--- src/rtl/core/rmm_pkg.sv ---
package rmm_pkg;

  localparam int ELEM_W   = 16;
  localparam int IDX_W    = 7;
  localparam int CNT_W    = 8;
  localparam int BEAT_W   = 64;
  localparam int DATA_W   = 32;
  localparam int ADDR_W   = 3;
  localparam int BYTE_W   = 8;
  localparam int HALF_W   = 16;

  localparam logic REG_ELEMENT_MODE = 1'b0;
  localparam logic REG_ROW_DEPTH    = 1'b1;

  localparam logic MODE_BYTE = 1'b0;
  localparam logic MODE_HALF = 1'b1;

  localparam logic [CNT_W-1:0]  DEPTH_RST = 8'd128;
  localparam logic [ELEM_W-1:0] MIN_RST_BYTE = 16'h00FF;
  localparam logic [ELEM_W-1:0] MIN_RST_HALF = 16'hFFFF;

  typedef struct packed {
    logic              vld;
    logic [ELEM_W-1:0] value;
    logic [IDX_W-1:0]  index;
  } lane_t;

  typedef struct packed {
    logic [ELEM_W-1:0] value;
    logic [IDX_W-1:0]  index;
  } best_t;

  typedef struct packed {
    best_t max;
    best_t min;
  } result_t;

endpackage

--- src/rtl/core/rmm_lane.sv ---
module rmm_lane #(
  parameter int LANE      = 0,
  parameter int BEAT_BITS = 64
) (
  input  logic [rmm_pkg::BEAT_W-1:0] beat_data_i,
  input  logic                       mode_i,
  input  logic [rmm_pkg::CNT_W-1:0]  seen_i,
  input  logic [rmm_pkg::CNT_W-1:0]  depth_i,
  output rmm_pkg::lane_t             lane_o
);

  localparam int LANES16 = BEAT_BITS / rmm_pkg::HALF_W;

  logic [rmm_pkg::ELEM_W-1:0] byte_val;
  logic [rmm_pkg::ELEM_W-1:0] half_val;
  logic                       half_ok;
  logic [rmm_pkg::CNT_W:0]    pos;

  assign byte_val = {{(rmm_pkg::ELEM_W-rmm_pkg::BYTE_W){1'b0}},
                     beat_data_i[LANE*rmm_pkg::BYTE_W +: rmm_pkg::BYTE_W]};

  if (LANE < LANES16) begin : g_half
    assign half_val = beat_data_i[LANE*rmm_pkg::HALF_W +: rmm_pkg::HALF_W];
    assign half_ok  = 1'b1;
  end else begin : g_no_half
    assign half_val = '0;
    assign half_ok  = 1'b0;
  end

  assign pos = {1'b0, seen_i} + (rmm_pkg::CNT_W+1)'(LANE);

  always_comb begin
    lane_o.value = (mode_i == rmm_pkg::MODE_HALF) ? half_val : byte_val;
    lane_o.index = pos[rmm_pkg::IDX_W-1:0];
    lane_o.vld   = (pos < {1'b0, depth_i}) &&
                   ((mode_i == rmm_pkg::MODE_BYTE) || half_ok);
  end

endmodule

--- src/rtl/core/rmm_merge.sv ---
module rmm_merge #(
  parameter int LANES = 8
) (
  input  rmm_pkg::best_t              max_run_i,
  input  rmm_pkg::best_t              min_run_i,
  input  rmm_pkg::lane_t [LANES-1:0]  lanes_i,
  output rmm_pkg::best_t              max_o,
  output rmm_pkg::best_t              min_o
);

  localparam int NODES = 1 << $clog2(LANES);

  rmm_pkg::lane_t [NODES-1:0] max_tree;
  rmm_pkg::lane_t [NODES-1:0] min_tree;

  // pairwise tree; the lower node always holds the earlier index, so ties keep it
  always_comb begin
    max_tree = '0;
    min_tree = '0;
    for (int i = 0; i < LANES; i++) begin
      max_tree[i] = lanes_i[i];
      min_tree[i] = lanes_i[i];
    end
    for (int s = 1; s < NODES; s = s * 2) begin
      for (int i = 0; i < NODES; i += 2 * s) begin
        if (max_tree[i+s].vld &&
            (!max_tree[i].vld || (max_tree[i+s].value > max_tree[i].value))) begin
          max_tree[i] = max_tree[i+s];
        end
        if (min_tree[i+s].vld &&
            (!min_tree[i].vld || (min_tree[i+s].value < min_tree[i].value))) begin
          min_tree[i] = min_tree[i+s];
        end
      end
    end

    max_o = max_run_i;
    min_o = min_run_i;
    if (max_tree[0].vld && (max_tree[0].value > max_run_i.value)) begin
      max_o.value = max_tree[0].value;
      max_o.index = max_tree[0].index;
    end
    if (min_tree[0].vld && (min_tree[0].value < min_run_i.value)) begin
      min_o.value = min_tree[0].value;
      min_o.index = min_tree[0].index;
    end
  end

endmodule

--- src/rtl/core/row_argmin_argmax_core.sv ---
// Channel  | Handshake                   | Payload
// beat in  | beat_valid_i / beat_stall_o | beat_data_i
// result   | res_valid_o / res_stall_i   | max_value_o, max_index_o, min_value_o, min_index_o
// config   | psel, penable, pwrite       | paddr, pwdata, prdata (pready tied high)
//
// One beat per cycle while not stalled; all lanes compare with the running state combinationally.
// A result is registered into the output or skid register from the beat that completes its row.
// A two-entry output buffer absorbs result stalls; beat_stall_o rises only when both are full.
// Reset zeroes the count and running max, sets the running min to 0x00FF, 8-bit mode, depth 128.
module row_argmin_argmax_core #(
  parameter int MAX_DEPTH = 128,
  parameter int BEAT_BITS = 64
) (
  input  logic                             clk_i,
  input  logic                             rst_ni,

  input  logic                             beat_valid_i,
  output logic                             beat_stall_o,
  input  logic [rmm_pkg::BEAT_W-1:0]       beat_data_i,

  output logic                             res_valid_o,
  input  logic                             res_stall_i,
  output logic [rmm_pkg::ELEM_W-1:0]       max_value_o,
  output logic [rmm_pkg::IDX_W-1:0]        max_index_o,
  output logic [rmm_pkg::ELEM_W-1:0]       min_value_o,
  output logic [rmm_pkg::IDX_W-1:0]        min_index_o,

  input  logic                             psel,
  input  logic                             penable,
  input  logic                             pwrite,
  input  logic [rmm_pkg::ADDR_W-1:0]       paddr,
  input  logic [rmm_pkg::DATA_W-1:0]       pwdata,
  output logic [rmm_pkg::DATA_W-1:0]       prdata,
  output logic                             pready
);

  localparam int LANES8  = BEAT_BITS / rmm_pkg::BYTE_W;
  localparam int LANES16 = BEAT_BITS / rmm_pkg::HALF_W;
  localparam int LIM_W   = $clog2(MAX_DEPTH + 1);
  localparam int CMP_W   = (LIM_W > rmm_pkg::CNT_W) ? LIM_W : rmm_pkg::CNT_W;
  localparam logic [CMP_W-1:0] LIMIT8  = CMP_W'(MAX_DEPTH);
  localparam logic [CMP_W-1:0] LIMIT16 = CMP_W'(MAX_DEPTH / 2);

  logic                       mode_q;
  logic [rmm_pkg::CNT_W-1:0]  depth_q;
  logic [rmm_pkg::CNT_W-1:0]  seen_q, seen_d;
  rmm_pkg::best_t             max_q, max_d, min_q, min_d;
  rmm_pkg::result_t           out_q, skid_q;
  logic                       out_valid_q, skid_valid_q;

  logic                       cfg_wr;
  logic                       new_mode;
  logic                       beat_acc, pop;
  logic [CMP_W-1:0]           limit, depth_ext, capped;
  logic [rmm_pkg::CNT_W-1:0]  eff_depth;
  logic [rmm_pkg::CNT_W:0]    seen_next;
  logic                       row_done;
  rmm_pkg::lane_t [LANES8-1:0] lanes;
  rmm_pkg::best_t             max_m, min_m;
  rmm_pkg::result_t           push_res;

  assign pready   = 1'b1;
  assign cfg_wr   = psel && penable && pwrite && pready;
  assign new_mode = (cfg_wr && (paddr[2] == rmm_pkg::REG_ELEMENT_MODE)) ? pwdata[0] : mode_q;

  always_comb begin
    unique case (paddr[2])
      rmm_pkg::REG_ELEMENT_MODE: prdata = {{(rmm_pkg::DATA_W-1){1'b0}}, mode_q};
      rmm_pkg::REG_ROW_DEPTH:
        prdata = {{(rmm_pkg::DATA_W-rmm_pkg::CNT_W){1'b0}}, depth_q};
      default: prdata = '0;
    endcase
  end

  always_ff @(posedge clk_i or negedge rst_ni) begin
    if (!rst_ni) begin
      mode_q  <= rmm_pkg::MODE_BYTE;
      depth_q <= rmm_pkg::DEPTH_RST;
    end else if (cfg_wr) begin
      unique case (paddr[2])
        rmm_pkg::REG_ELEMENT_MODE: mode_q  <= pwdata[0];
        rmm_pkg::REG_ROW_DEPTH:    depth_q <= pwdata[rmm_pkg::CNT_W-1:0];
        default: ;
      endcase
    end
  end

  always_comb begin
    limit     = (mode_q == rmm_pkg::MODE_HALF) ? LIMIT16 : LIMIT8;
    depth_ext = CMP_W'(depth_q);
    capped    = (depth_ext > limit) ? limit : depth_ext;
    eff_depth = capped[rmm_pkg::CNT_W-1:0];
    if (eff_depth == '0) begin
      eff_depth = {{(rmm_pkg::CNT_W-1){1'b0}}, 1'b1};
    end
  end

  for (genvar g = 0; g < LANES8; g++) begin : g_lane
    rmm_lane #(
      .LANE      (g),
      .BEAT_BITS (BEAT_BITS)
    ) u_lane (
      .beat_data_i (beat_data_i),
      .mode_i      (mode_q),
      .seen_i      (seen_q),
      .depth_i     (eff_depth),
      .lane_o      (lanes[g])
    );
  end

  rmm_merge #(
    .LANES (LANES8)
  ) u_merge (
    .max_run_i (max_q),
    .min_run_i (min_q),
    .lanes_i   (lanes),
    .max_o     (max_m),
    .min_o     (min_m)
  );

  assign beat_stall_o = skid_valid_q;
  assign beat_acc     = beat_valid_i && !beat_stall_o;
  assign seen_next    = {1'b0, seen_q} + ((mode_q == rmm_pkg::MODE_HALF) ?
                        (rmm_pkg::CNT_W+1)'(LANES16) : (rmm_pkg::CNT_W+1)'(LANES8));
  assign row_done     = seen_next >= {1'b0, eff_depth};
  assign push_res     = '{max: max_m, min: min_m};

  always_comb begin
    seen_d = seen_q;
    max_d  = max_q;
    min_d  = min_q;
    if (cfg_wr || (beat_acc && row_done)) begin
      seen_d      = '0;
      max_d       = '0;
      min_d.index = '0;
      min_d.value = (new_mode == rmm_pkg::MODE_HALF) ? rmm_pkg::MIN_RST_HALF
                                                     : rmm_pkg::MIN_RST_BYTE;
    end else if (beat_acc) begin
      seen_d = seen_next[rmm_pkg::CNT_W-1:0];
      max_d  = max_m;
      min_d  = min_m;
    end
  end

  always_ff @(posedge clk_i or negedge rst_ni) begin
    if (!rst_ni) begin
      seen_q      <= '0;
      max_q       <= '0;
      min_q.value <= rmm_pkg::MIN_RST_BYTE;
      min_q.index <= '0;
    end else begin
      seen_q <= seen_d;
      max_q  <= max_d;
      min_q  <= min_d;
    end
  end

  assign pop = out_valid_q && !res_stall_i;

  always_ff @(posedge clk_i or negedge rst_ni) begin
    if (!rst_ni) begin
      out_valid_q  <= 1'b0;
      skid_valid_q <= 1'b0;
    end else if (skid_valid_q) begin
      if (pop) begin
        skid_valid_q <= 1'b0;
      end
    end else if (beat_acc && row_done && !cfg_wr) begin
      if (out_valid_q && !pop) begin
        skid_valid_q <= 1'b1;
      end
      out_valid_q <= 1'b1;
    end else if (pop) begin
      out_valid_q <= 1'b0;
    end
  end

  always_ff @(posedge clk_i) begin
    if (skid_valid_q) begin
      if (pop) begin
        out_q <= skid_q;
      end
    end else if (beat_acc && row_done && !cfg_wr) begin
      if (out_valid_q && !pop) begin
        skid_q <= push_res;
      end else begin
        out_q <= push_res;
      end
    end
  end

  assign res_valid_o = out_valid_q;
  assign max_value_o = out_q.max.value;
  assign max_index_o = out_q.max.index;
  assign min_value_o = out_q.min.value;
  assign min_index_o = out_q.min.index;

endmodule
--- config.mk ---
export PLATFORM = sky130hd
export DESIGN_NAME = row_argmin_argmax_core
export DESIGN_NICKNAME = d
export VERILOG_FILES = /design/src/rtl/core/rmm_pkg.sv /design/src/rtl/core/rmm_lane.sv /design/src/rtl/core/rmm_merge.sv /design/src/rtl/core/row_argmin_argmax_core.sv
export SDC_FILE = /design/constraint.sdc
export NUM_CORES = 1
export LEC_CHECK = 0
export BUFFER_PORTS_ARGS = -buffer_cell sky130_fd_sc_hd__buf_2
export CAP_MARGIN = 25
export CORE_ASPECT_RATIO = 2
export CORE_MARGIN = 2
export CORE_UTILIZATION = 30
export DETAILED_ROUTE_END_ITERATION = 10
export GPL_TIMING_DRIVEN = 0
export PLACE_DENSITY = 0.6
export SLEW_MARGIN = 40
export SYNTH_ARGS = -nofsm -noshare
export SYNTH_HDL_FRONTEND = slang
export SYNTH_HIERARCHICAL = 1
export SYNTH_SLANG_ARGS = --single-unit
--- constraint.sdc ---
create_clock -name clk_i -period 10.05 [get_ports clk_i]
set_input_delay 2.01 -clock clk_i [delete_from_list [all_inputs] [get_ports clk_i]]
set_output_delay 2.01 -clock clk_i [all_outputs]
set_load 0.05 [all_outputs]
==> metrics.cfg <==
[worst_setup_path]
worst-setup-path-type = in -> reg
critical_path.endpoint_type = register
path_buf_inv = 10
cp.required_ns = 10.29
rr_worst_depth = 52
startpoint_type = input port
critPathTopFamily = compound AO/OA/AOI/OAI gates
rr_startpoint = depth_ext[3]$_DFFE_PN0P_
crit_fanout = 10
arrival_ns = 10.98
cp_slowest_stage_delay_ns = 0.43
rrSetupSlack_ns = -0.52
crit_slowest_cell = nor4_4
r2r_end = min_index_o[5]$_DFFE_PP_
cp_common_cell = buf_12

[min_path]
hp-class = reg -> reg
hold_end = max_q[1]$_DFFE_PN0N_
min_from = max_q[1]$_DFFE_PN0N_
min_path_cells = 1

[cells_and_area]
stdcell_count = 3456
fin_nets = 3019
area_growth_pct = 42.0
stdcell_area_um2 = 27400
final.fill_count = 6045
fin_util = 0.430
layout-drive-gt1-share = 0.398

[route]
drc = 0
dr_total_vias = 19200
wire_per_inst_um = 23.9
ant_nets = 0
avgViaCountPerCell = 5.55
dr.pass1.iters = 5
drt_iter0_markers = 1161
routed_wl_mm = 82.7

[cts]
cts_tree = built
cts.clk_slew.worst_paths_ns = 0.05
clk_path_buf_depth = 3
numCtsBuffers = 25
clock_latency_ns = 0.51
root_buffer = clkbuf_16
cts.hold.buffers_added = 0
cts.sinks = 155
cts_htree_levels = 4

[yosys]
synth_cell_type_count = 94
yosysMostFrequentCell = inv_1
synth_top_family_by_area = multiplexers
synthAdderAreaFrac = 0.170
synth_compound_area_frac = 0.167
synth_edf_count = 92
synth_mux_area_frac = 0.176
yosysTopAreaCellShare = 0.169
synth_warnings = 6
synth-seq-cells = 155
synthArstFlopShare = 0.406
synthXorXnorAreaFrac = 0.0186
synth_cells = 2173
synth_common_cells = inv_1, ha_1, mux2i_1
syn_avg_cell_area_um2 = 8.87
synth_area_leader_cell = ha_1
yosysSeqAreaShare = 0.226
synthFlopType = edfxtp_1
synthesis.area_um2 = 19300
synth-simple-area-share = 0.137
yosys-top-cells-area = ha_1, edfxtp_1, mux2i_1

[global_routing]
track_usage = 0.237
grt_use_met1 = 0.250
antenna_found_initial = 4
met2_usage = 0.411
overflow = 0
grt_pass1_vias = 19100
use_met3 = 0.0317
top_usage_layer = met2
grt_start_max_net_pins = 55
grt_pass1_wl_mm = 116

[floorplanning]
num_io_pins = 187
die_x_um = 183
die_area_um2 = 66400
row_count = 131
start_util = 0.303
core-area_um2 = 63600
die_h_um = 362

[place]
detailed_place_hpwl_mm = 61.3
place_area_um2 = 21700
gp_congestion = 1.04
port_buffers = 127
dp.cells = 3205

[timing]
hold_viol = 0
min_period_over_period = 1.07
skew_ns = 0.0332
rsz0062_at_grt = yes
fmax_mhz = 93.1
fin_ws_ns = -0.697
worst_slew_pin_slew_ns = 1.04
holdWs_ns = 0.499
final.min_clock_period_ns = 10.75
relSlewSlack = 0.298
drv_slew = 0
setup_violations = 80

[run_status]
run_status = finished with violations
violations = negative setup slack

[job]
drv_cap = 0

-- layout make-up --
| cell class | count | area (um^2) | area share |
|---|---|---|---|
| Buffer | 161 | 1490 | 0.0544 |
| Sequential cell | 155 | 4370 | 0.160 |
| Inverter | 265 | 1020 | 0.0372 |
| Multi-Input combinational cell | 1687 | 15900 | 0.581 |
| Clock inverter | 3 | 13.8 | 0.000503 |
| Tap cell | 798 | 998 | 0.0365 |
| Clock buffer | 30 | 674 | 0.0246 |
| Antenna cell | 1 | 2.50 | 0.0000915 |
| Timing Repair Buffer | 356 | 2890 | 0.106 |
-- worst max-delay path by stage --
| stage | start | end | slack [ns] | cells past startpoint |
|---|---|---|---|---|
| CTS | depth_ext[3]$_DFFE_PN0P_ | min_index_o[5]$_DFFE_PP_ | -0.46 | 51 |
| finish | beat_data_i[55] | min_index_o[5]$_DFFE_PP_ | -0.70 | 43 |
| global placement | mode_q$_DFFE_PN0P_ | min_value_o[7]$_DFFE_PP_ | -3.47 | 51 |
| detailed placement | mode_q$_DFFE_PN0P_ | min_value_o[7]$_DFFE_PP_ | -3.46 | 51 |
| floorplan | mode_q$_DFFE_PN0P_ | min_value_o[7]$_DFFE_PP_ | 0.002 | 51 |
| global route | beat_data_i[31] | min_index_o[5]$_DFFE_PP_ | -0.94 | 46 |
-- worst reg2reg max path, delay by kind of cell (launching register included) --
kind | cells | cell delay [ns]
mux | 2 | 0.52
fa+ha+maj | 4 | 1.03
compound gates | 21 | 4.05
simple gates | 12 | 2.63
flops | 1 | 0.40
buf+inv | 13 | 1.68
-- metal layers --
metal / up-vias / routed length (um)
li1: 8742 / -
met4: 6 / 8820
met1: 9224 / 29400
met3: 359 / 4990
met2: 844 / 39400
met5: - / 42
-- state kept, by name (all words and copies together), names as in the netlist --
register      cells
max_index_o       7
max_value_o      16
min_value_o      16
min_index_o       7
beat_stall_o      1
seen_q            6
min_q            23
mode_q            1
skid_q           46
max_q            23
depth_ext         8
res_valid_o       1
-- metrics by stage --
step           setup WS, ns  setup TNS [ns]
3_3_place_gp          -3.47         -386.52
5_1_grt              -0.939          -57.54
6_report             -0.697          -34.89
4_1_cts              -0.463          -19.30
3_5_place_dp          -3.46         -370.94
2_1_floorplan       0.00184               0
-- cells by family after synthesis --
kind of cell | count (synthesis)
other | 6
buffers and inverters | 429
DFF | 155
xor gates and xnor gates | 41
AOI/OAI and AO/OA | 464
adders and majority gates | 262
muxes | 318
and+or+nand+nor | 498
-- cell usage in the layout, fill, tap and decap left out, types with 21 or more instances in the layout --
cell and instances:
o21ai_0 48, ha_1 225, o211ai_1 26, a21oi_1 71, a21o_1 27, mux2i_4 41, nor3_1 35, conb_1 104
buf_6 38, nand3_1 51, o221ai_1 24, nand2_1 108, and2_1 27, edfxtp_1 92, mux2i_1 124, o21ai_2 25
inv_1 238, a21oi_2 21, a22o_1 33, nor2_1 62, mux2_2 93, mux2_4 49, clkbuf_16 31, nor2b_1 29
dfrtp_1 46, buf_12 29, buf_4 251, buf_2 134, nand4_1 38, ha_4 31, a31oi_4 25, xnor2_1 27
-- timing repair --
item | 4_1_cts | 5_1_grt
gates resized for setup | 419 | 249
pin swaps | 92 | 96
setup buffers | 139 | 78
gates cloned | 9 | 4
hold endpoints to repair | 0 | 0
setup endpoints to repair | 138 | 138
Power is left out: the tool's default activity adds up to more than one toggle a clock period on the data nets, which glitch-free logic cannot reach.
